===== src/sv/lcs_pkg.sv =====
`timescale 1ns / 1ps

package lcs_pkg;

    localparam int WS_DEPTH = 32;
    localparam int CNT_W    = $clog2(WS_DEPTH + 1);
    localparam int IDX_W    = (WS_DEPTH > 1) ? $clog2(WS_DEPTH) : 1;

    localparam logic [7:0] CH_LF  = 8'd10;
    localparam logic [7:0] CH_TAB = 8'd9;
    localparam logic [7:0] CH_SP  = 8'd32;
    localparam logic [7:0] CH_DQ  = 8'h22;
    localparam logic [7:0] CH_SQ  = 8'h27;
    localparam logic [7:0] CH_SL  = 8'h2F;
    localparam logic [7:0] CH_BSL = 8'h5C;

    typedef enum logic [1:0] {
        SEL_BLANK,
        SEL_SLASH,
        SEL_BYTE,
        SEL_NL
    } emit_sel_t;

    typedef struct packed {
        logic      take;
        logic      emit;
        emit_sel_t sel;
        logic      last;
        logic      ov_en;
    } lcs_cmd_t;

    typedef struct packed {
        logic dec_flush;
        logic dec_slash;
        logic dec_byte;
        logic dec_nl;
        logic flush_last;
        logic out_free;
    } lcs_sts_t;

endpackage


===== src/sv/lcs_in_if.sv =====
`timescale 1ns / 1ps

interface lcs_in_if;
    logic       valid;
    logic       ready;
    logic [7:0] in_byte;
    logic       end_of_input;

    modport source (output valid, output in_byte, output end_of_input, input ready);
    modport sink (input valid, input in_byte, input end_of_input, output ready);
endinterface


===== src/sv/lcs_out_if.sv =====
`timescale 1ns / 1ps

interface lcs_out_if;
    logic       valid;
    logic       ready;
    logic [7:0] out_byte;
    logic       last_of_run;
    logic       blank_overflow;

    modport source (output valid, output out_byte, output last_of_run,
                    output blank_overflow, input ready);
    modport sink (input valid, input out_byte, input last_of_run,
                  input blank_overflow, output ready);
endinterface


===== src/sv/line_comment_stripper_core.sv =====
`timescale 1ns / 1ps

// Channel    Role   Payload
// raw        sink   in_byte[7:0], end_of_input
// stripped   source out_byte[7:0], last_of_run, blank_overflow
//
// An item is taken first; the results it causes are then loaded one by one, each when the result register is free.
// A plain byte thus yields one result; a flushed run of N blanks adds N results.
// The sequencer takes no item until the results of the last one are all loaded.
// The result register lets a new item in while the last beat waits for ready.
// Reset clears the line state and the blank count; the blank buffer holds no reset.

module line_comment_stripper_core
(
    input  logic clk,
    input  logic rst_n,
    lcs_in_if.sink    raw,
    lcs_out_if.source stripped
);

    lcs_pkg::lcs_cmd_t cmd;
    lcs_pkg::lcs_sts_t sts;

    lcs_ctrl u_ctrl
    (
        .clk      (clk),
        .rst_n    (rst_n),
        .in_valid (raw.valid),
        .in_ready (raw.ready),
        .sts      (sts),
        .cmd      (cmd)
    );

    lcs_dp u_dp
    (
        .clk            (clk),
        .rst_n          (rst_n),
        .in_byte        (raw.in_byte),
        .end_of_input   (raw.end_of_input),
        .cmd            (cmd),
        .sts            (sts),
        .out_valid      (stripped.valid),
        .out_ready      (stripped.ready),
        .out_byte       (stripped.out_byte),
        .last_of_run    (stripped.last_of_run),
        .blank_overflow (stripped.blank_overflow)
    );

    a_emit_free: assert property (@(posedge clk) disable iff (!rst_n)
        cmd.emit |-> sts.out_free)
        else $error("result loaded into an occupied output register");

    a_take_xor_emit: assert property (@(posedge clk) disable iff (!rst_n)
        !(cmd.take && cmd.emit))
        else $error("item taken while results are still being sequenced");

    a_newline_last: assert property (@(posedge clk) disable iff (!rst_n)
        (stripped.valid && (stripped.out_byte == lcs_pkg::CH_LF))
        |-> (stripped.last_of_run && !stripped.blank_overflow))
        else $error("newline beat is not the clean final beat of its item");

endmodule


===== src/sv/lcs_ctrl.sv =====
`timescale 1ns / 1ps

module lcs_ctrl
(
    input  logic            clk,
    input  logic            rst_n,
    input  logic            in_valid,
    output logic            in_ready,
    input  lcs_pkg::lcs_sts_t sts,
    output lcs_pkg::lcs_cmd_t cmd
);

    typedef enum logic [2:0] {
        ST_IDLE,
        ST_FLUSH,
        ST_SLASH,
        ST_BYTE,
        ST_NL
    } state_t;

    state_t state_reg, state_next;
    logic   p_slash_reg, p_slash_next;
    logic   p_byte_reg, p_byte_next;
    logic   p_nl_reg, p_nl_next;

    state_t after_flush, after_slash, after_byte;

    always_comb
    begin
        after_byte  = p_nl_reg ? ST_NL : ST_IDLE;
        after_slash = p_byte_reg ? ST_BYTE : after_byte;
        after_flush = p_slash_reg ? ST_SLASH : after_slash;
    end

    always_comb
    begin
        state_next   = state_reg;
        p_slash_next = p_slash_reg;
        p_byte_next  = p_byte_reg;
        p_nl_next    = p_nl_reg;
        in_ready     = 1'b0;
        cmd          = '0;
        cmd.sel      = lcs_pkg::SEL_BLANK;
        case (state_reg)
            ST_IDLE:
            begin
                in_ready = 1'b1;
                if (in_valid)
                begin
                    cmd.take     = 1'b1;
                    p_slash_next = sts.dec_slash;
                    p_byte_next  = sts.dec_byte;
                    p_nl_next    = sts.dec_nl;
                    if (sts.dec_flush)
                        state_next = ST_FLUSH;
                    else if (sts.dec_slash)
                        state_next = ST_SLASH;
                    else if (sts.dec_byte)
                        state_next = ST_BYTE;
                    else if (sts.dec_nl)
                        state_next = ST_NL;
                    else
                        state_next = ST_IDLE;
                end
            end
            ST_FLUSH:
            begin
                if (sts.out_free)
                begin
                    cmd.emit  = 1'b1;
                    cmd.sel   = lcs_pkg::SEL_BLANK;
                    cmd.ov_en = 1'b1;
                    cmd.last  = sts.flush_last && (after_flush == ST_IDLE);
                    if (sts.flush_last)
                        state_next = after_flush;
                end
            end
            ST_SLASH:
            begin
                if (sts.out_free)
                begin
                    cmd.emit   = 1'b1;
                    cmd.sel    = lcs_pkg::SEL_SLASH;
                    cmd.ov_en  = 1'b1;
                    cmd.last   = (after_slash == ST_IDLE);
                    state_next = after_slash;
                end
            end
            ST_BYTE:
            begin
                if (sts.out_free)
                begin
                    cmd.emit   = 1'b1;
                    cmd.sel    = lcs_pkg::SEL_BYTE;
                    cmd.ov_en  = !p_slash_reg;
                    cmd.last   = (after_byte == ST_IDLE);
                    state_next = after_byte;
                end
            end
            ST_NL:
            begin
                if (sts.out_free)
                begin
                    cmd.emit   = 1'b1;
                    cmd.sel    = lcs_pkg::SEL_NL;
                    cmd.last   = 1'b1;
                    state_next = ST_IDLE;
                end
            end
            default:
            begin
                state_next = ST_IDLE;
            end
        endcase
    end

    always_ff @(posedge clk or negedge rst_n)
    begin
        if (!rst_n)
        begin
            state_reg   <= ST_IDLE;
            p_slash_reg <= 1'b0;
            p_byte_reg  <= 1'b0;
            p_nl_reg    <= 1'b0;
        end
        else
        begin
            state_reg   <= state_next;
            p_slash_reg <= p_slash_next;
            p_byte_reg  <= p_byte_next;
            p_nl_reg    <= p_nl_next;
        end
    end

endmodule


===== src/sv/lcs_dp.sv =====
`timescale 1ns / 1ps

module lcs_dp
(
    input  logic              clk,
    input  logic              rst_n,
    input  logic [7:0]        in_byte,
    input  logic              end_of_input,
    input  lcs_pkg::lcs_cmd_t cmd,
    output lcs_pkg::lcs_sts_t sts,
    output logic              out_valid,
    input  logic              out_ready,
    output logic [7:0]        out_byte,
    output logic              last_of_run,
    output logic              blank_overflow
);

    logic                      in_str_reg, in_str_next;
    logic                      in_chr_reg, in_chr_next;
    logic                      in_cmt_reg, in_cmt_next;
    logic                      slash_reg, slash_next;
    logic [7:0]                prior_reg, prior_next;
    logic                      has_text_reg, has_text_next;
    logic [lcs_pkg::CNT_W-1:0] count_reg, count_next;
    logic                      ov_seen_reg, ov_seen_next;
    logic [lcs_pkg::IDX_W-1:0] fidx_reg, fidx_next;
    logic [7:0]                byte_reg, byte_next;
    logic                      ov_grp_reg, ov_grp_next;
    logic                      pend_reg, pend_next;
    logic                      pend_tab_reg, pend_tab_next;
    logic                      ovalid_reg, ovalid_next;
    logic [7:0]                obyte_reg, obyte_next;
    logic                      olast_reg, olast_next;
    logic                      oov_reg, oov_next;

    logic                      kinds_mem [lcs_pkg::WS_DEPTH];
    logic                      kw_en;
    logic [lcs_pkg::IDX_W-1:0] kw_addr;
    logic                      kw_data;

    logic fin, is_blank, is_tab, q_str, q_chr, hold, emits, has_blanks, room;

    always_comb
    begin
        fin        = end_of_input || (in_byte == lcs_pkg::CH_LF);
        is_tab     = (in_byte == lcs_pkg::CH_TAB);
        is_blank   = is_tab || (in_byte == lcs_pkg::CH_SP);
        q_str      = (in_byte == lcs_pkg::CH_DQ) && !in_chr_reg
                     && (prior_reg != lcs_pkg::CH_BSL);
        q_chr      = (in_byte == lcs_pkg::CH_SQ) && !in_str_reg
                     && (prior_reg != lcs_pkg::CH_BSL);
        hold       = (in_byte == lcs_pkg::CH_SL) && !in_str_reg && !in_chr_reg;
        emits      = !is_blank && !hold;
        has_blanks = (count_reg != '0);
        room       = (count_reg < lcs_pkg::CNT_W'(lcs_pkg::WS_DEPTH));
    end

    always_comb
    begin
        sts = '0;
        if (fin)
        begin
            sts.dec_flush = slash_reg && has_blanks;
            sts.dec_slash = slash_reg;
            sts.dec_nl    = has_text_reg || slash_reg;
        end
        else if (in_cmt_reg)
        begin
            sts.dec_flush = 1'b0;
        end
        else if (slash_reg)
        begin
            if (in_byte != lcs_pkg::CH_SL)
            begin
                sts.dec_flush = has_blanks;
                sts.dec_slash = 1'b1;
                sts.dec_byte  = !is_blank;
            end
        end
        else
        begin
            sts.dec_flush = emits && has_blanks;
            sts.dec_byte  = emits;
        end
        sts.flush_last = (lcs_pkg::CNT_W'(fidx_reg) == lcs_pkg::CNT_W'(count_reg - 1'b1));
        sts.out_free   = !ovalid_reg || out_ready;
    end

    always_comb
    begin
        in_str_next   = in_str_reg;
        in_chr_next   = in_chr_reg;
        in_cmt_next   = in_cmt_reg;
        slash_next    = slash_reg;
        prior_next    = prior_reg;
        has_text_next = has_text_reg;
        count_next    = count_reg;
        ov_seen_next  = ov_seen_reg;
        fidx_next     = fidx_reg;
        byte_next     = byte_reg;
        ov_grp_next   = ov_grp_reg;
        pend_next     = pend_reg;
        pend_tab_next = pend_tab_reg;
        ovalid_next   = ovalid_reg && !out_ready;
        obyte_next    = obyte_reg;
        olast_next    = olast_reg;
        oov_next      = oov_reg;
        kw_en         = 1'b0;
        kw_addr       = count_reg[lcs_pkg::IDX_W-1:0];
        kw_data       = is_tab;

        if (cmd.take)
        begin
            byte_next     = in_byte;
            ov_grp_next   = ov_seen_reg;
            fidx_next     = '0;
            pend_next     = 1'b0;
            pend_tab_next = is_tab;
            if (fin)
            begin
                in_str_next   = 1'b0;
                in_chr_next   = 1'b0;
                in_cmt_next   = 1'b0;
                slash_next    = 1'b0;
                prior_next    = '0;
                has_text_next = 1'b0;
                if (!slash_reg)
                begin
                    count_next   = '0;
                    ov_seen_next = 1'b0;
                end
            end
            else if (in_cmt_reg)
            begin
                prior_next = in_byte;
            end
            else if (slash_reg)
            begin
                slash_next = 1'b0;
                prior_next = in_byte;
                if (in_byte == lcs_pkg::CH_SL)
                begin
                    in_cmt_next = 1'b1;
                end
                else
                begin
                    has_text_next = 1'b1;
                    pend_next     = is_blank;
                    if (!is_blank && q_str)
                        in_str_next = !in_str_reg;
                    else if (!is_blank && q_chr)
                        in_chr_next = !in_chr_reg;
                end
            end
            else
            begin
                prior_next = in_byte;
                if (is_blank)
                begin
                    if (room)
                    begin
                        kw_en      = 1'b1;
                        count_next = count_reg + 1'b1;
                    end
                    else
                    begin
                        ov_seen_next = 1'b1;
                    end
                end
                else if (q_str)
                begin
                    in_str_next   = !in_str_reg;
                    has_text_next = 1'b1;
                end
                else if (q_chr)
                begin
                    in_chr_next   = !in_chr_reg;
                    has_text_next = 1'b1;
                end
                else if (hold)
                begin
                    slash_next = 1'b1;
                end
                else
                begin
                    has_text_next = 1'b1;
                end
            end
        end

        if (cmd.emit)
        begin
            ovalid_next = 1'b1;
            olast_next  = cmd.last;
            oov_next    = ov_grp_reg && cmd.ov_en;
            case (cmd.sel)
                lcs_pkg::SEL_BLANK:
                begin
                    fidx_next = fidx_reg + 1'b1;
                end
                lcs_pkg::SEL_SLASH:
                begin
                    obyte_next   = lcs_pkg::CH_SL;
                    ov_seen_next = 1'b0;
                    fidx_next    = '0;
                    if (pend_reg)
                    begin
                        kw_en      = 1'b1;
                        kw_addr    = '0;
                        kw_data    = pend_tab_reg;
                        count_next = lcs_pkg::CNT_W'(1);
                    end
                    else
                    begin
                        count_next = '0;
                    end
                end
                lcs_pkg::SEL_BYTE:
                begin
                    obyte_next   = byte_reg;
                    ov_seen_next = 1'b0;
                    count_next   = '0;
                    fidx_next    = '0;
                end
                lcs_pkg::SEL_NL:
                begin
                    obyte_next = lcs_pkg::CH_LF;
                end
                default:
                begin
                    obyte_next = lcs_pkg::CH_LF;
                end
            endcase
        end
    end

    always_ff @(posedge clk)
    begin
        if (kw_en)
            kinds_mem[kw_addr] <= kw_data;
    end

    always_ff @(posedge clk or negedge rst_n)
    begin
        if (!rst_n)
        begin
            in_str_reg   <= 1'b0;
            in_chr_reg   <= 1'b0;
            in_cmt_reg   <= 1'b0;
            slash_reg    <= 1'b0;
            prior_reg    <= '0;
            has_text_reg <= 1'b0;
            count_reg    <= '0;
            ov_seen_reg  <= 1'b0;
            fidx_reg     <= '0;
            pend_reg     <= 1'b0;
            ovalid_reg   <= 1'b0;
        end
        else
        begin
            in_str_reg   <= in_str_next;
            in_chr_reg   <= in_chr_next;
            in_cmt_reg   <= in_cmt_next;
            slash_reg    <= slash_next;
            prior_reg    <= prior_next;
            has_text_reg <= has_text_next;
            count_reg    <= count_next;
            ov_seen_reg  <= ov_seen_next;
            fidx_reg     <= fidx_next;
            pend_reg     <= pend_next;
            ovalid_reg   <= ovalid_next;
        end
    end

    always_ff @(posedge clk)
    begin
        byte_reg     <= byte_next;
        ov_grp_reg   <= ov_grp_next;
        pend_tab_reg <= pend_tab_next;
        olast_reg    <= olast_next;
        oov_reg      <= oov_next;
        if (cmd.emit && (cmd.sel == lcs_pkg::SEL_BLANK))
            obyte_reg <= kinds_mem[fidx_reg] ? lcs_pkg::CH_TAB : lcs_pkg::CH_SP;
        else
            obyte_reg <= obyte_next;
    end

    assign out_valid      = ovalid_reg;
    assign out_byte       = obyte_reg;
    assign last_of_run    = olast_reg;
    assign blank_overflow = oov_reg;

endmodule

===== src/flat_wrapper.sv =====
// flat-port wrapper written by rule: the top's interface ports become plain ports
module line_comment_stripper_core_flat 
  (clk, rst_n, raw_valid, raw_in_byte, raw_end_of_input, raw_ready, stripped_valid, stripped_out_byte, stripped_last_of_run, stripped_blank_overflow, stripped_ready);
  lcs_in_if raw_i ();
  lcs_out_if stripped_i ();
  input  logic clk;
  input  logic rst_n;
  input wire logic [$bits(raw_i.valid)-1:0] raw_valid;
  input wire logic [$bits(raw_i.in_byte)-1:0] raw_in_byte;
  input wire logic [$bits(raw_i.end_of_input)-1:0] raw_end_of_input;
  output wire logic [$bits(raw_i.ready)-1:0] raw_ready;
  output wire logic [$bits(stripped_i.valid)-1:0] stripped_valid;
  output wire logic [$bits(stripped_i.out_byte)-1:0] stripped_out_byte;
  output wire logic [$bits(stripped_i.last_of_run)-1:0] stripped_last_of_run;
  output wire logic [$bits(stripped_i.blank_overflow)-1:0] stripped_blank_overflow;
  input wire logic [$bits(stripped_i.ready)-1:0] stripped_ready;
  assign raw_i.valid = raw_valid;
  assign raw_i.in_byte = raw_in_byte;
  assign raw_i.end_of_input = raw_end_of_input;
  assign raw_ready = raw_i.ready;
  assign stripped_valid = stripped_i.valid;
  assign stripped_out_byte = stripped_i.out_byte;
  assign stripped_last_of_run = stripped_i.last_of_run;
  assign stripped_blank_overflow = stripped_i.blank_overflow;
  assign stripped_i.ready = stripped_ready;
  line_comment_stripper_core u_core (.clk(clk), .rst_n(rst_n), .raw(raw_i), .stripped(stripped_i));
endmodule

===== config.mk =====
export PLATFORM = sky130hd
export DESIGN_NAME = line_comment_stripper_core_flat
export DESIGN_NICKNAME = d
export VERILOG_FILES = /design/src/sv/lcs_pkg.sv /design/src/sv/lcs_in_if.sv /design/src/sv/lcs_out_if.sv /design/src/sv/line_comment_stripper_core.sv /design/src/sv/lcs_ctrl.sv /design/src/sv/lcs_dp.sv /design/src/flat_wrapper.sv
export SDC_FILE = /design/constraint.sdc
export NUM_CORES = 1
export LEC_CHECK = 0
export ABC_CLOCK_PERIOD_IN_PS = 3200
export BUFFER_PORTS_ARGS = -buffer_cell sky130_fd_sc_hd__buf_2
export CELL_PAD_IN_SITES_DETAIL_PLACEMENT = 1
export CELL_PAD_IN_SITES_GLOBAL_PLACEMENT = 2
export CORE_UTILIZATION = 41
export DETAILED_ROUTE_END_ITERATION = 8
export GPL_TIMING_DRIVEN = 0
export PLACE_DENSITY_LB_ADDON = 0.2
export SETUP_SLACK_MARGIN = 0.15
export SYNTH_ARGS = -nofsm -noshare
export SYNTH_HDL_FRONTEND = slang
export SYNTH_SLANG_ARGS = --single-unit

===== constraint.sdc =====
create_clock -name clk -period 3.2 [get_ports clk]
set_clock_uncertainty 0.1 [all_clocks]
set_input_delay 0.64 -clock clk [delete_from_list [all_inputs] [get_ports clk]]
set_output_delay 0.64 -clock clk [all_outputs]
set_load 0.01 [all_outputs]

==> flow_summary.toml, run 1 <==
[run_status]
status = "finished, final reports clean"

[logic_synthesis]
yosysWarningCount = 0
syn_area_per_cell_um2 = 11.1
ys.flop_type = "edfxtp_1"
async_flop_share = 0.388
synthCells = 394
synth_top_cells_by_area = "edfxtp_1 36%, dfrtp_1 19%, mux4_1 4.8%"
synth_top_area_frac = 0.357
ys_seq_area_frac = 0.546
synth.cell_area_um2 = 4370
synth_top_area_cell = "edfxtp_1"
synth_edf_count = 52
synth_seq_cells = 85
yosys.cell_types.count = 58
syn-num-nets = 415

[critical_path]
critPathCaptureType = "flop"
r2r-start = "u_core.u_ctrl.state_reg[1]"
cp_cell_sequence = "buf_2 -> nor2_1 -> nand2_1 -> inv_1 -> nor3_4 -> buf_4 -> and3_1 -> nor2_1 -> nand3b_1 -> a21oi_1"
cp.required_ps = 3180
r2r_slack_ps = 410
cp_num_buf_inv = 3
rr_worst_depth = 10
arrival_ps = 2770
cpMostUsedCell = "nor2_1"
crit_fanout = 15
rr_endpoint = "u_core.u_dp.kinds_mem[8]"
slowest_delay_ps = 360
cp-start-kind = "flop"
critPathKind = "flop to flop"
cp_top_family = "simple AND/OR/NAND/NOR gates"
crit_path_top_delay_cell = "dfrtp_1"

[timing]
clock.fmax_mhz = 358
drv_slew = 0
worst_pin_slew_ps = 866
setup_viol = 0
timing.setup.tns_ps = 0
slew_headroom = 0.423
whs_ps = 278
period_minus_slack_ps = 2790
hold_viol_final = 0
rsz0062_at_grt = "false"
finalCritPeriodShare = 0.873

[min_path]
hp-class = "input port to async pin"

[grt]
grt_pass1_vias = 3443
antenna_found_initial = 0
grt_overflow_total = 0
track_usage = 0.216
grt_start_max_net_pins = 34
grt_pass1_wl_um = 18000

[finish]
drive_above_1_share = 0.151
final_cells = 572
largest_reg_flops = 32
layout_common_cells = "52 x edfxtp_1, 45 x nor2_1, 36 x nand2_1"
regMostFlops = "u_core.u_dp.kinds_mem"
syn_to_final_growth_pct = 12.0
nets = 452
final_common_cell = "edfxtp_1"
diodes = 0

[job]
maxCapViolCount = 0

[clocking]
clkLatencyLatePin_ps = 370
cts_tree = "built"
htreeDepth = 3
path_clk_slew_ps = 90
clockBufferDepth = 2
cts_sinks = 85
numCtsBuffers = 9
clockRootBuffer = "clkbuf_8"

[floorplan]
coreArea_um2 = 10300
dieHeight_um = 105
rows = 37
boundaryPins = 25
die-area_um2 = 11100
start_util = 0.423
die_width_um = 105

[power]
p_leak_uw = 0.00171
vdd_drop_max_v = 0.000216
power_density_nw_per_um2 = 458
p_total_uw = 2250

[detailed_routing]
drt_first_iter_violations = 148
wl_per_cell_um = 19.5
wl_um = 11100
firstDrtPassIters = 4
vias = 3270
vias_per_cell = 5.72
drc = 0
postRouteAntennaNets = 0

[place]
globalplace.congestion = 0.869
portBuffers = 24
detailed_place_hpwl_um = 7780
placed_cells = 554
routing by layer:
layer / part of all wire / vias up / GRT usage
met5: 0 / - / 0
met4: 0.016 / 0 / 0.0815
met3: 0.027 / 12 / 0.0278
met2: 0.47 / 49 / 0.352
met1: 0.49 / 1653 / 0.294
li1: - / 1556 / -
how the worst max path moves through the flow:
| stage | startpoint | to | slack, ps | depth (start not counted) |
|---|---|---|---|---|
| after floorplan | stripped_ready | u_core.u_dp.fidx_reg[3] | 530 | 8 |
| after global placement | stripped_ready | u_core.u_dp.kinds_mem[17] | -190 | 8 |
| after detailed placement | stripped_ready | u_core.u_dp.kinds_mem[25] | -220 | 8 |
| after CTS | u_core.u_ctrl.state_reg[2] | u_core.u_dp.kinds_mem[19] | 280 | 7 |
| after global routing | u_core.u_ctrl.state_reg[1] | u_core.u_dp.kinds_mem[8] | 180 | 10 |
| final | u_core.u_ctrl.state_reg[1] | u_core.u_dp.kinds_mem[8] | 410 | 10 |
Yosys cell counts (3+ instances only):
master and instances:
inv_1 10, mux4_1 8, nor2b_1 3, nand4_1 7
o31ai_1 5, dfrtp_1 33, edfxtp_1 52, ha_1 8
and3_1 6, o21ai_0 29, nor4_1 4, nand3b_1 3
nor3_1 11, o22ai_1 3, or3_1 4, and2_1 4
nand3_1 23, a31oi_1 6, clkbuf_1 8, nand2b_1 8
a21oi_1 16, xor2_1 4, buf_2 6, o21a_1 3
nor2_1 45, xnor2_1 5, nand2_1 36
metrics by stage:
stage / area, um^2 / utilization / worst slack, ps
after floorplan: 4370 / - / 531
after global placement: 4660 / 0.452 / -193
after detailed placement: 4660 / 0.452 / -217
after CTS: 4890 / 0.473 / 279
after global routing: 4900 / 0.474 / 180
final: 4900 / 0.474 / 408
power breakdown:
part | switching [uW] | internal (uW) | total [uW]
sequential | 22.5 | 1190 | 1210
clock | 390 | 405 | 795
combinational | 144 | 97.6 | 241
logic make-up (layout without fill, tap and decap cells):
logic type | after synthesis | in the layout | synth area share
AND/OR/NAND/NOR | 167 | 167 | 0.197
flip-flops | 85 | 85 | 0.546
AO/OA/AOI/OAI | 82 | 82 | 0.117
buffers and inverters | 30 | 72 | 0.0335
multiplexers | 13 | 13 | 0.0658
XOR/XNOR | 9 | 9 | 0.0180
adder cells (fa/ha/maj) | 8 | 8 | 0.0229
timing repair:
item                       CTS  global route
setup buffers                2             0
setup endpoints to repair   36            40
hold buffers                 0             0
gates resized for setup      2             4
pin swaps                    2             0
cell type report:
class | count | area [um^2]
Fill cell | 1155 | 5430
Sequential cell | 85 | 2390
Multi-Input combinational cell | 279 | 1860
Tap cell | 136 | 170
Clock buffer | 12 | 156
Timing Repair Buffer | 26 | 135
Buffer | 19 | 106
Clock inverter | 4 | 46.3
Inverter | 11 | 41.3
Power figures use the tool's default switching activity.
==> run 2: changes to the inputs <==
--- a/config.mk
+++ b/config.mk
@@ -6,13 +6,14 @@
 export NUM_CORES = 1
 export LEC_CHECK = 0
-export ABC_CLOCK_PERIOD_IN_PS = 3200
+export ABC_CLOCK_PERIOD_IN_PS = 2550
 export BUFFER_PORTS_ARGS = -buffer_cell sky130_fd_sc_hd__buf_2
 export CELL_PAD_IN_SITES_DETAIL_PLACEMENT = 1
 export CELL_PAD_IN_SITES_GLOBAL_PLACEMENT = 2
-export CORE_UTILIZATION = 41
+export CORE_UTILIZATION = 37
 export DETAILED_ROUTE_END_ITERATION = 8
 export GPL_TIMING_DRIVEN = 0
 export PLACE_DENSITY_LB_ADDON = 0.2
 export SETUP_SLACK_MARGIN = 0.15
+export SLEW_MARGIN = 5
 export SYNTH_ARGS = -nofsm -noshare
 export SYNTH_HDL_FRONTEND = slang
==> constraint.sdc (replaced) <==
create_clock -name clk -period 2.55 [get_ports clk]
set_clock_uncertainty 0.1 [all_clocks]
set_input_delay 0.255 -clock clk [delete_from_list [all_inputs] [get_ports clk]]
set_output_delay 0.255 -clock clk [all_outputs]
set_load 0.01 [all_outputs]
==> flow_summary.toml, run 2 (synthesis gave the netlist of run 1 again) <==
[place]
placed_cells = 561
portBuffers = 24
globalplace.congestion = 0.822
detailed_place_hpwl_um = 7950

[run_status]
status = "finished, final reports clean"

[critical_path]
crit_fanout = 7
cp.required_ps = 2550
rr_endpoint = "u_core.u_dp.out_byte[3]"
critPathKind = "flop to flop"
cp-start-kind = "flop"
rr_worst_depth = 6
r2r_slack_ps = 170
critPathLaunch = "u_core.u_dp.fidx_reg[0]"
critPathCaptureType = "flop"
arrival_ps = 2380
r2r-start = "u_core.u_dp.fidx_reg[0]"

[floorplan]
coreArea_um2 = 11500
rows = 39
die_width_um = 111
dieHeight_um = 111
boundaryPins = 25
die-area_um2 = 12300
start_util = 0.381

[detailed_routing]
wl_per_cell_um = 20.6
firstDrtPassIters = 4
drc = 0
vias = 3452
vias_per_cell = 5.72
wl_um = 12400
drt_first_iter_violations = 132
postRouteAntennaNets = 0

[power]
vdd_drop_max_v = 0.000458
p_leak_uw = 0.00192
power_density_nw_per_um2 = 593
p_total_uw = 3260

[clocking]
numCtsBuffers = 9
clockBufferDepth = 2
cts_tree = "built"
cts_sinks = 85
path_clk_slew_ps = 70
clockRootBuffer = "clkbuf_16"
htreeDepth = 3
clkLatencyLatePin_ps = 350

[timing]
setup_viol = 0
worst_pin_slew_ps = 893
rsz0062_at_grt = "true"
slew_headroom = 0.402
finalCritPeriodShare = 0.935
clock.fmax_mhz = 419
drv_slew = 0
hold_viol_final = 0
period_minus_slack_ps = 2380

[grt]
grt_overflow_total = 0
track_usage = 0.210
grt_start_max_net_pins = 34
antenna_found_initial = 0
grt_pass1_wl_um = 19700
grt_pass1_vias = 3584

[job]
maxCapViolCount = 0

[min_path]
hp-class = "input port to flop"
worstHoldEndpoint = "u_core.u_dp.byte_reg[4]"
hp-start = "raw_in_byte[4]"
hold_depth = 1

[finish]
regMostFlops = "u_core.u_dp.kinds_mem"
nFillCells = 1233
layout_common_cells = "52 x edfxtp_1, 39 x nor2_1, 32 x nand2_1"
nets = 477
diodes = 0
syn_to_final_growth_pct = 25.7
final_common_cell = "edfxtp_1"
final_cells = 604
largest_reg_flops = 32
drive_above_1_share = 0.304
run 2: cell count changes in the layout (fill, tap and decap cells not counted), sizes merged:
| cell | before | now |
|---|---|---|
| clkinv | 2 | 4 |
| mux2 | 2 | 5 |
| dlygate4sd3 | 0 | 1 |
| clkbuf | 21 | 17 |
| bufinv | 1 | 2 |
| nand3 | 23 | 24 |
| buf | 35 | 58 |
| inv | 11 | 9 |
run 2: layout make-up:
class / instances / area [um^2] / area share
multi-input cells: 283 / 2120 / 0.386
inverters: 11 / 53.8 / 0.00979
clock buffers: 11 / 233 / 0.0423
repair buffers: 47 / 299 / 0.0544
well taps: 143 / 179 / 0.0326
plain buffers: 19 / 146 / 0.0266
clock inverters: 5 / 75.1 / 0.0137
flip-flops and latches: 85 / 2390 / 0.435
run 2: through the flow:
stage	cell area (um^2)	worst slack (ps)	hold WS, ps	utilization	TNS, ps
after floorplan	4380	126	-141	-	0
after global placement	4680	-502	300	0.408	-24030
after detailed placement	4680	-582	299	0.408	-29060
after CTS	5270	151	47.0	0.459	0
after global routing	5500	94.5	56.1	0.479	0
final	5500	165	55.7	0.479	0
run 2: worst max-delay path by stage:
stage | to | slack, ps | cells past startpoint
2_1_floorplan | u_core.u_dp.kinds_mem[0] | 130 | 6
6_report | u_core.u_dp.out_byte[3] | 170 | 6
3_3_place_gp | u_core.u_dp.kinds_mem[22] | -500 | 6
4_1_cts | u_core.u_ctrl.state_reg[2] | 150 | 10
5_1_grt | u_core.u_ctrl.state_reg[1] | 90 | 10
3_5_place_dp | u_core.u_dp.kinds_mem[23] | -580 | 6
run 2: report_power, final:
part / internal (uW) / leakage (uW) / switching, uW
clock network: 854 / 0.000153 / 531
registers: 1490 / 0.000841 / 30.5
logic: 151 / 0.000930 / 201
run 2: repair_timing:
action | 4_1_cts | 5_1_grt
resized for setup | 44 | 48
endpoints found under the hold margin | 33 | 0
buffers inserted | 12 | 10
setup endpoints to repair | 80 | 79
pin swaps | 9 | 12
cloned | 4 | 0
hold buffers | 1 | 0
run 2: critical path: stages (launching register included):
cell and delay, ps:
dfrtp_2 400, buf_12 140, mux4_2 550, mux4_2 510
mux2i_4 180, nor2_2 80, o21bai_4 170
run 2: metal layers:
metal / vias up / part of all wire / GRT usage
met5: - / 0 / 0
met4: 0 / 0.021 / 0.0818
met3: 17 / 0.037 / 0.0301
met2: 61 / 0.48 / 0.340
met1: 1768 / 0.46 / 0.285
li1: 1606 / - / -
